`src/newton_square_root_defines.svh`:
```
// assertion macros for the file that checks its own logic
`ifndef NEWTON_SQUARE_ROOT_DEFINES_SVH
`define NEWTON_SQUARE_ROOT_DEFINES_SVH

// condition must hold in the same cycle as the trigger
`define NSR_ASSERT_SAME(label, trig, cond) \
    label: assert property (@(posedge clk) disable iff (!rst_n) (trig) |-> (cond)) \
        else $error("same-cycle check failed");

// condition must hold in the cycle after the trigger
`define NSR_ASSERT_NEXT(label, trig, cond) \
    label: assert property (@(posedge clk) disable iff (!rst_n) (trig) |=> (cond)) \
        else $error("next-cycle check failed");

`endif

```
`src/nsr_pkg.sv`:
```
package nsr_pkg;

    // fixed-point format and iteration bound
    localparam int FRAC_BITS = 16;
    localparam int MAX_STEPS = 32;

    // field widths
    localparam int RAD_W  = 32;
    localparam int TOL_W  = 16;
    localparam int ROOT_W = 25;
    localparam int STEP_W = 6;

    // internal widths: estimate, scaled radicand, divider bit counter
    localparam int X_W        = RAD_W;
    localparam int SCALED_W   = RAD_W + FRAC_BITS;
    localparam int DIV_CNT_W  = $clog2(SCALED_W);

    localparam logic [RAD_W-1:0]  ONE_FX      = RAD_W'(1) << FRAC_BITS;
    localparam logic [X_W-1:0]    ROOT_MAX    = X_W'((64'd1 << ROOT_W) - 64'd1);
    localparam logic [STEP_W-1:0] STEP_LIMIT  = STEP_W'(MAX_STEPS);
    localparam logic [TOL_W-1:0]  TOL_RESET   = TOL_W'(1);

    // controller to datapath
    typedef struct packed {
        logic load;
        logic div_start;
        logic update;
        logic out_load;
    } nsr_cmd_t;

    // datapath to controller
    typedef struct packed {
        logic below;
        logic div_done;
        logic iter_done;
    } nsr_status_t;

endpackage

```
`src/nsr_div.sv`:
```
module nsr_div (
    input  logic                         clk,
    input  logic                         rst_n,
    input  logic                         start,
    input  logic [nsr_pkg::SCALED_W-1:0] dividend,
    input  logic [nsr_pkg::X_W-1:0]      divisor,
    output logic                         done,
    output logic [nsr_pkg::SCALED_W-1:0] quotient
);
    import nsr_pkg::*;

    logic                 busy_reg, busy_next;
    logic                 done_reg, done_next;
    logic [DIV_CNT_W-1:0] cnt_reg, cnt_next;
    logic [SCALED_W-1:0]  dvd_reg, dvd_next;
    logic [X_W-1:0]       dvs_reg, dvs_next;
    logic [X_W-1:0]       rem_reg, rem_next;

    logic [X_W:0]         shifted;
    logic [X_W:0]         trial;
    logic                 fits;

    // one restoring quotient bit per cycle, quotient shifts into the dividend register
    always_comb
    begin
        shifted  = {rem_reg, dvd_reg[SCALED_W-1]};
        fits     = shifted >= {1'b0, dvs_reg};
        trial    = shifted - {1'b0, dvs_reg};
        busy_next = busy_reg;
        done_next = 1'b0;
        cnt_next  = cnt_reg;
        dvd_next  = dvd_reg;
        dvs_next  = dvs_reg;
        rem_next  = rem_reg;
        if (start)
        begin
            busy_next = 1'b1;
            cnt_next  = '0;
            dvd_next  = dividend;
            dvs_next  = divisor;
            rem_next  = '0;
        end
        else if (busy_reg)
        begin
            rem_next = fits ? trial[X_W-1:0] : shifted[X_W-1:0];
            dvd_next = {dvd_reg[SCALED_W-2:0], fits};
            cnt_next = cnt_reg + DIV_CNT_W'(1);
            if (cnt_reg == DIV_CNT_W'(SCALED_W - 1))
            begin
                busy_next = 1'b0;
                done_next = 1'b1;
            end
        end
    end

    // control state
    always_ff @(posedge clk or negedge rst_n)
    begin
        if (!rst_n)
        begin
            busy_reg <= 1'b0;
            done_reg <= 1'b0;
            cnt_reg  <= '0;
        end
        else
        begin
            busy_reg <= busy_next;
            done_reg <= done_next;
            cnt_reg  <= cnt_next;
        end
    end

    // operand and remainder registers
    always_ff @(posedge clk)
    begin
        dvd_reg <= dvd_next;
        dvs_reg <= dvs_next;
        rem_reg <= rem_next;
    end

    assign done     = done_reg;
    assign quotient = dvd_reg;

endmodule

```
`src/nsr_dp.sv`:
```
module nsr_dp (
    input  logic                       clk,
    input  logic                       rst_n,
    input  nsr_pkg::nsr_cmd_t          cmd,
    output nsr_pkg::nsr_status_t       status,
    input  logic                       cfg_wr_en,
    input  logic [nsr_pkg::TOL_W-1:0]  cfg_wr_data,
    input  logic [nsr_pkg::RAD_W-1:0]  radicand,
    output logic [nsr_pkg::ROOT_W-1:0] root,
    output logic                       below_one,
    output logic [nsr_pkg::STEP_W-1:0] steps_taken,
    output logic                       step_cap_hit
);
    import nsr_pkg::*;

    logic [TOL_W-1:0]    tol_reg;
    logic [RAD_W-1:0]    rad_reg;
    logic [X_W-1:0]      x_reg;
    logic [STEP_W-1:0]   steps_reg;
    logic                below_reg;
    logic                stop_reg;

    logic [ROOT_W-1:0]   root_reg;
    logic                below_out_reg;
    logic [STEP_W-1:0]   steps_out_reg;
    logic                cap_out_reg;

    logic [RAD_W:0]      init_sum;
    logic [X_W-1:0]      x_init;
    logic [X_W-1:0]      divisor;
    logic                div_done;
    logic [SCALED_W-1:0] quotient;
    logic [SCALED_W:0]   step_sum;
    logic [X_W-1:0]      x_new;
    logic                step_stops;
    logic [ROOT_W-1:0]   root_sat;

    // start estimate (1 + a) / 2
    assign init_sum = {1'b0, radicand} + {1'b0, ONE_FX};
    assign x_init   = init_sum[X_W:1];

    // an estimate of zero divides as one
    assign divisor = (x_reg == '0) ? X_W'(1) : x_reg;

    nsr_div u_div (
        .clk      (clk),
        .rst_n    (rst_n),
        .start    (cmd.div_start),
        .dividend ({rad_reg, {FRAC_BITS{1'b0}}}),
        .divisor  (divisor),
        .done     (div_done),
        .quotient (quotient)
    );

    // heron update and stop test
    assign step_sum   = {1'b0, quotient} + (SCALED_W + 1)'(x_reg);
    assign x_new      = step_sum[X_W:1];
    assign step_stops = (x_new >= x_reg) || ((x_reg - x_new) <= X_W'(tol_reg));

    // saturate to the root field
    assign root_sat = (x_reg > ROOT_MAX) ? ROOT_MAX[ROOT_W-1:0] : x_reg[ROOT_W-1:0];

    // tolerance register and iteration control flags
    always_ff @(posedge clk or negedge rst_n)
    begin
        if (!rst_n)
        begin
            tol_reg   <= TOL_RESET;
            steps_reg <= '0;
            below_reg <= 1'b0;
            stop_reg  <= 1'b0;
        end
        else
        begin
            if (cfg_wr_en)
            begin
                tol_reg <= cfg_wr_data;
            end
            if (cmd.load)
            begin
                steps_reg <= '0;
                below_reg <= radicand < ONE_FX;
                stop_reg  <= 1'b0;
            end
            else if (cmd.update)
            begin
                steps_reg <= steps_reg + STEP_W'(1);
                stop_reg  <= step_stops;
            end
        end
    end

    // radicand and estimate
    always_ff @(posedge clk)
    begin
        if (cmd.load)
        begin
            rad_reg <= radicand;
            x_reg   <= x_init;
        end
        else if (cmd.update)
        begin
            x_reg <= x_new;
        end
    end

    // result register, held until the output transfer
    always_ff @(posedge clk)
    begin
        if (cmd.out_load)
        begin
            root_reg      <= below_reg ? '0 : root_sat;
            below_out_reg <= below_reg;
            steps_out_reg <= below_reg ? '0 : steps_reg;
            cap_out_reg   <= !below_reg && !stop_reg;
        end
    end

    assign status.below     = below_reg;
    assign status.div_done  = div_done;
    assign status.iter_done = stop_reg || (steps_reg == STEP_LIMIT);

    assign root         = root_reg;
    assign below_one    = below_out_reg;
    assign steps_taken  = steps_out_reg;
    assign step_cap_hit = cap_out_reg;

endmodule

```
`src/nsr_ctrl.sv`:
```
module nsr_ctrl (
    input  logic                 clk,
    input  logic                 rst_n,
    input  logic                 in_valid,
    output logic                 in_ready,
    output logic                 out_valid,
    input  logic                 out_ready,
    input  nsr_pkg::nsr_status_t status,
    output nsr_pkg::nsr_cmd_t    cmd
);
    import nsr_pkg::*;

    typedef enum logic [2:0] {
        S_IDLE,
        S_CHECK,
        S_DIV,
        S_EVAL,
        S_FINISH
    } state_t;

    state_t state_reg, state_next;
    logic   out_valid_reg, out_valid_next;

    // sequencing of one item: check, then divide and update per heron step
    always_comb
    begin
        state_next = state_reg;
        cmd        = '0;
        unique case (state_reg)
            S_IDLE:
            begin
                if (in_valid)
                begin
                    cmd.load   = 1'b1;
                    state_next = S_CHECK;
                end
            end
            S_CHECK:
            begin
                if (status.below)
                begin
                    state_next = S_FINISH;
                end
                else
                begin
                    cmd.div_start = 1'b1;
                    state_next    = S_DIV;
                end
            end
            S_DIV:
            begin
                if (status.div_done)
                begin
                    cmd.update = 1'b1;
                    state_next = S_EVAL;
                end
            end
            S_EVAL:
            begin
                if (status.iter_done)
                begin
                    state_next = S_FINISH;
                end
                else
                begin
                    cmd.div_start = 1'b1;
                    state_next    = S_DIV;
                end
            end
            S_FINISH:
            begin
                if (!out_valid_reg || out_ready)
                begin
                    cmd.out_load = 1'b1;
                    state_next   = S_IDLE;
                end
            end
            default:
            begin
                state_next = S_IDLE;
            end
        endcase
    end

    // output valid: set on result load, cleared on transfer
    always_comb
    begin
        out_valid_next = out_valid_reg;
        if (cmd.out_load)
        begin
            out_valid_next = 1'b1;
        end
        else if (out_ready)
        begin
            out_valid_next = 1'b0;
        end
    end

    always_ff @(posedge clk or negedge rst_n)
    begin
        if (!rst_n)
        begin
            state_reg     <= S_IDLE;
            out_valid_reg <= 1'b0;
        end
        else
        begin
            state_reg     <= state_next;
            out_valid_reg <= out_valid_next;
        end
    end

    assign in_ready  = (state_reg == S_IDLE);
    assign out_valid = out_valid_reg;

endmodule

```
`src/newton_square_root.sv`:
```
// Heron square root of an unsigned Q16.16 radicand, result in Q9.16. One item is
// worked at a time: a transfer on the input starts it, the result then sits in an
// output register while the next radicand is already taken. Each Heron step runs one
// serial 48-by-32 restoring division (one quotient bit per cycle) followed by an
// update and a stop test: a radicand below 1.0 skips the division and goes straight
// to the output, radicands from 1.0 up need 1 to about 13 steps, and the 32-step limit
// bounds the iteration. stop_tolerance (reset 1 LSB) may be written only while no
// item is in flight.
`include "newton_square_root_defines.svh"

module newton_square_root (
    input  logic                       clk,
    input  logic                       rst_n,
    input  logic                       cfg_wr_en,
    input  logic [nsr_pkg::TOL_W-1:0]  cfg_wr_data,
    input  logic                       in_valid,
    output logic                       in_ready,
    input  logic [nsr_pkg::RAD_W-1:0]  radicand,
    output logic                       out_valid,
    input  logic                       out_ready,
    output logic [nsr_pkg::ROOT_W-1:0] root,
    output logic                       below_one,
    output logic [nsr_pkg::STEP_W-1:0] steps_taken,
    output logic                       step_cap_hit
);
    import nsr_pkg::*;

    nsr_cmd_t    cmd;
    nsr_status_t status;

    nsr_ctrl u_ctrl (
        .clk       (clk),
        .rst_n     (rst_n),
        .in_valid  (in_valid),
        .in_ready  (in_ready),
        .out_valid (out_valid),
        .out_ready (out_ready),
        .status    (status),
        .cmd       (cmd)
    );

    nsr_dp u_dp (
        .clk          (clk),
        .rst_n        (rst_n),
        .cmd          (cmd),
        .status       (status),
        .cfg_wr_en    (cfg_wr_en),
        .cfg_wr_data  (cfg_wr_data),
        .radicand     (radicand),
        .root         (root),
        .below_one    (below_one),
        .steps_taken  (steps_taken),
        .step_cap_hit (step_cap_hit)
    );

    // a radicand under one gives an all-zero result
    `NSR_ASSERT_SAME(a_below_zero, out_valid && below_one, {root, steps_taken, step_cap_hit} == '0)

    // ending at the step limit means the limit was reached
    `NSR_ASSERT_SAME(a_cap_steps, out_valid && step_cap_hit, steps_taken == STEP_LIMIT)

    // a normal radicand takes at least one step and never more than the limit
    `NSR_ASSERT_SAME(a_steps_range, out_valid && !below_one, (steps_taken != '0) && (steps_taken <= STEP_LIMIT))

    // only one item in flight: input closes right after a transfer
    `NSR_ASSERT_NEXT(a_one_in_flight, in_valid && in_ready, !in_ready)

endmodule

```
`config.mk`:
```
export PLATFORM = sky130hd
export DESIGN_NAME = newton_square_root
export DESIGN_NICKNAME = d
export VERILOG_FILES = /design/src/nsr_pkg.sv /design/src/nsr_div.sv /design/src/nsr_dp.sv /design/src/nsr_ctrl.sv /design/src/newton_square_root.sv
export VERILOG_INCLUDE_DIRS = /design/src /design/src/src
export SDC_FILE = /design/constraint.sdc
export NUM_CORES = 1
export LEC_CHECK = 0
export ABC_CLOCK_PERIOD_IN_PS = 7100
export BUFFER_PORTS_ARGS = -buffer_cell sky130_fd_sc_hd__buf_2
export CORE_AREA = 8 8 219 221
export CTS_BUF_LIST = sky130_fd_sc_hd__clkbuf_4
export DETAILED_ROUTE_END_ITERATION = 10
export DIE_AREA = 0 0 227 229
export PLACE_DENSITY = 0.53
export SLEW_MARGIN = 10
export SYNTH_ARGS = -nofsm -noshare
export SYNTH_HDL_FRONTEND = slang
export SYNTH_SLANG_ARGS = --single-unit
export TNS_END_PERCENT = 5
```
`constraint.sdc`:
```
create_clock -name clk -period 7.1 [get_ports clk]
set_input_delay 1.42 -clock clk [delete_from_list [all_inputs] [get_ports clk]]
set_output_delay 1.42 -clock clk [all_outputs]
set_load 0.05 [all_outputs]
```
# Word level (Yosys, flattened, before mapping)
# Cells that the tools add are included.
# word_totals
ff_bits	245
latchBits	0
ramBits	0
mem_bits_ro	0
input_bits	53
out_inout_bits	35
elab_cells	87
memories	0
# classes
addsub	6
multipliers	0
n_div	0
n_lt_le_gt_ge	5
n_eq_ne	9
n_shift	0
mux	35
bitwise	0
n_reduce_logical	13
# ops
operator	count
32-bit two-way mux	3
48-bit two-way mux	2
32-bit subtractor	2
32-bit by 17-bit adder with 33-bit output (second input constant)	1
33-bit by 32-bit adder with 33-bit output	1
33-bit by 32-bit greater-or-equal comparator with 1-bit output	1
32-bit greater-or-equal comparator	1
32-bit by 25-bit greater-than comparator with 1-bit output (second input constant)	1
32-bit by 16-bit less-or-equal comparator with 1-bit output	1
32-bit zero test	1
32-bit by 17-bit < comparator with 1-bit output (second input constant)	1
25-bit two-way mux	1
6-bit two-way mux	4
1-bit two-way mux	18
3-bit two-way mux	5
3-bit one-hot mux with 5 select lines	1
6-bit by 1-bit adder with 6-bit output (second input constant)	2
6-bit == test (second input constant)	2
3-bit by 2-bit == test with 1-bit output (second input constant)	2
2-bit nonzero test	3
2-bit by 1-bit != test with 1-bit output (second input constant)	2
3-bit by 1-bit == test with 1-bit output (second input constant)	1
3-bit == test (second input constant)	1
1-bit zero test	3
other kinds (6)	8

# Longest topological paths before layout
# logic_depth
ltp_word	6
mapped_depth	33
depth_no_buf	33

# By module
# Synthesis repeated with hierarchy kept, for this count alone.
# unflattened
hier_cells	1568
hier_area_um2	15638.7
# by_module_without_submodules
module	instances	cells_per_inst	area_per_inst_um2
nsr_dp	1	932	8715.9
nsr_div	1	614	6703.9
nsr_ctrl	1	22	219.0

# Worst setup path after synthesis
# No wires, ideal clock.
# synth_path
path_kind	flip-flop to flip-flop
startpoint	reg u_dp.x_reg[0]
endpoint	reg u_dp.stop_reg
arrival_ns	5.820
t_required_ns	6.996
setup_slack_ns	1.177
path_stages_with_launch	34
period_less_slack_ns	5.923
cell_sequence	edfxtp_1 -> and2_1 -> fa_1 -> a21o_1 -> nand3_1 -> nand2_1 -> a21oi_1 -> xor2_1 -> ha_1 -> o21a_1 -> nor2_1 -> a21oi_1 -> a21oi_1 -> o21ai_0 -> and2_1 -> o21ai_0 -> nor2b_1 -> nor2b_1 -> o21a_1 -> nor2_1 -> xnor2_1 -> ha_1 -> a21oi_1 -> nor2b_1 -> o21ai_0 -> o21ai_0 -> a211oi_1 -> a31oi_1 -> or4_1 -> a311o_1 -> nor4b_1 -> nand4_1 -> a2111o_1 -> o41ai_2
# synth_via
elab_chain_len	6
# synth_rtl
item	line_no	text
start, declared	nsr_dp.sv:18	logic [X_W-1:0] x_reg;
start signal, assigned	nsr_dp.sv:99	x_reg <= x_init;
start signal, assigned	nsr_dp.sv:103	x_reg <= x_new;
33-bit by 32-bit adder with 33-bit output	nsr_dp.sv:56	assign step_sum = {1'b0, quotient} + (SCALED_W + 1)'(x_reg);
32-bit subtractor	nsr_dp.sv:58	assign step_stops = (x_new >= x_reg) || ((x_reg - x_new) <= X_W'(tol_reg));
32-bit by 16-bit less-or-equal comparator with 1-bit output	nsr_dp.sv:58	
1-bit logical OR (*)	nsr_dp.sv:58	
1-bit two-way mux (*)	nsr_dp.sv:85	else if (cmd.update)
1-bit two-way mux (*)	nsr_dp.sv:79	if (cmd.load)
end signal, assigned	nsr_dp.sv:88	stop_reg <= step_stops;
end, declared	nsr_dp.sv:21	logic stop_reg;
# Mark *: on every way between the ends. The rest lies on a longest branch, timed or not. The select of a mux whose other input is x is not followed.
# A chain may end at the register's enable or synchronous reset.

# Worst setup path after layout
# Same ends and word-level chain as after synthesis.

==> impl_metrics.yaml <==
logic_synthesis:
  synth.top_cells.by_count: "186 x nand2_1, 161 x edfxtp_1, 132 x nor2_1"
  synth_edf_count: 161
  yosysWarnings: 0
  yosysUniqueCellTypes: 80
  synth.top_cell.area_share_pct: 31.4
  ys.flop_type: "edfxtp_1"
  synth_top_cell_by_area: "edfxtp_1"
  synth_nets: 1819
  seq_area_frac_synth_pct: 43.4
  syn-mean-instance-area_um2: 9.33
  syn_area_um2: 15400
  synth_area_leaders: "edfxtp_1 31%, ha_1 9.0%, dfxtp_1 6.2%, dfrtp_1 5.7%, nand2_1 4.5%"
  synthArstFlopShare_pct: 14.7
  synth.most_common_cell: "nand2_1"
  ys_ff_latch: 245
  syn_inst: 1652
floorplan:
  die_area_um2: 52000
  coreArea_um2: 44700
  die_h_um: 229
  num_rows: 78
  start_util_pct: 34.5
  num_io_pins: 88
  die_x_um: 227
timing:
  fmax_ghz: 0.154
  slew_headroom_pct: 33.1
  finalSetupTns_ns: 0
  whs_ns: 0.498
  finalHoldViolCount: 0
  maxSlewViolCount: 0
  rsz0062_at_grt: "false"
  fin_crit_sh_pct: 91.5
  setup_viol: 0
  finalWorstSetupSlack_ns: 0.602
  period_minus_slack_ns: 6.50
  finClkSkew_ns: 0.0476
  worst_pin_slew_ns: 1.00
placement:
  io_buffers: 87
  place_ws_ns: 0.507
  dp_hpwl_mm: 32.9
  gp_congestion: 0.889
final_layout:
  area_delta_synth_final_pct: 12.2
  nFillCells: 4675
  regArea_um2: 6700
  nNetsFinal: 1901
  drive_above_1_share_pct: 14.4
  multi_input_area_um2: 8060
  largest_reg_flops: 48
setup_path:
  cp_max_fo: 5
  cp-start-kind: "flip-flop"
  arrival_ns: 7.18
  worst_path_largest_cell_delay_ns: 0.55
  crit_family: "compound AO/OA/AOI/OAI gates"
  end_kind: "flip-flop"
  worstSetupPathType: "reg2reg"
  crit_start: "u_dp.x_reg[0]$_DFFE_PP_"
  rr_startpoint: "u_dp.x_reg[0]$_DFFE_PP_"
  cp_slowest_cell: "or4_1"
  reg2reg_slack_ns: 0.60
  cp_cell_sequence: "and2_1, fa_1, a21o_1, a311o_1, a22oi_2, or2b_1, xnor2_1, ha_1, nand4_1, a31oi_1, a21oi_1, xnor2_1, ha_1, nor2b_1, o21ai_0, o21ai_0, a211oi_1, a31oi_1, or4_1, a311o_1, nor4b_2, nand4_1, a2111o_1, o41ai_2"
  cp.required_ns: 7.78
  cp_num_buf_inv: 0
clocking:
  cts-root-buf: "clkbuf_4"
  cts_buffers: 72
  clkSinkCount: 245
  cts_tree: "built"
  clk_pin_slew_ns: 0.07
  cts_buffer_depth: 3
  postCtsHoldBufs: 0
  clk_latency_ns: 0.79
  cts_max_level: 3
routing:
  wirelength_mm: 45.1
  wl_per_cell_um: 18.9
  drtPass1Iterations: 5
  drc: 0
  drtAntennaViolNets: 0
  vias: 12589
  drt_iter0_markers: 813
  via_per_inst: 5.27
grt:
  track_usage_pct: 17.2
  antenna_found_initial: 2
  grt_overflow: 0
  grt_pass1_wl_mm: 69.8
  grt_pass1_vias: 12736
  grt_max_degree: 63
run:
  maxCapViolCount: 0
run_status:
  status: "finished, final reports clean"
worst_hold_path:
  hp-start: "u_dp.u_div.rem_reg[31]$_SDFFE_PP0P_"
  min_path_type: "reg2reg"
## per-stage QoR
step | std cells | utilization, % | instance area (µm²)
floorplan | 1652 | - | 15400
global placement | 2259 | 36.6 | 16400
detailed placement | 2259 | 36.6 | 16400
CTS | 2388 | 38.6 | 17300
global route | 2390 | 38.7 | 17300
finish | 2390 | 38.7 | 17300
## cell families (layout without fill, tap and decap cells)
family,Yosys count,count (layout),synth area share [%]
mux,49,49,3.24
compound gates,400,400,16.4
simple gates,568,568,17.3
buf+inv,178,315,4.41
other cells,0,1,0
flops,245,245,43.4
xor+xnor,97,97,5.77
fa+ha+maj,115,115,9.46
## per-layer routing
metal  GRT usage, %  share of wire (%)  routed length (µm)
met4           7.36                3.1                1400
met1           22.8                 47               21100
met3           3.88                5.6                2510
met2           26.6                 44               20100
met5              0                  0                   0
## area by class of cell
class                   instances  share of cell area (%)
repair buffers                105                    3.30
well taps                     600                    4.34
multi-input cells            1229                    46.6
clock inverters                23                   0.673
clock buffers                 106                    4.60
flip-flops and latches        245                    38.7
inverters                      81                    1.76
diodes                          1                  0.0145
## tightest hold or removal path, delay by kind of cell, from the launching register on
family | cells | cell delay (ns)
AOI/OAI and AO/OA | 1 | 0.07
DFF | 1 | 0.32
buffers and inverters | 1 | 0.05
## layout by cell type, fill, tap and decap left out, types with 44 or more instances in the layout
cell / synthesis / layout
a21oi_1: 124 / 122
buf_2: 3 / 87
clkbuf_4: 0 / 106
dfxtp_1: 48 / 48
edfxtp_1: 161 / 161
ha_1: 111 / 111
inv_1: 81 / 79
mux2i_1: 44 / 44
nand2_1: 186 / 186
nand3_1: 75 / 75
nor2_1: 132 / 132
o21ai_0: 110 / 110
xnor2_1: 60 / 60
## what timing repair did
item,4_1_cts,5_1_grt
setup endpoints to repair,0,1
endpoints found under the hold margin,0,0
gates resized for setup,0,5
buffers inserted,0,1
## final timing paths
path                                                       end  cells after the start
min in group asynchronous          u_dp.tol_reg[1]$_DFFE_PN0P_                      2
setup reg to reg                     u_dp.stop_reg$_DFFE_PN0P_                     24
max in group asynchronous        u_dp.u_div.busy_reg$_DFF_PN0_                      2
hold reg to reg            u_dp.u_div.rem_reg[31]$_SDFFE_PP0P_                      2
setup / recovery                     u_dp.stop_reg$_DFFE_PN0P_                     24
hold / removal             u_dp.u_div.rem_reg[31]$_SDFFE_PP0P_                      2
Power is left out: the tool's default activity adds up to more than one toggle a clock period on the data nets, which glitch-free logic cannot reach.
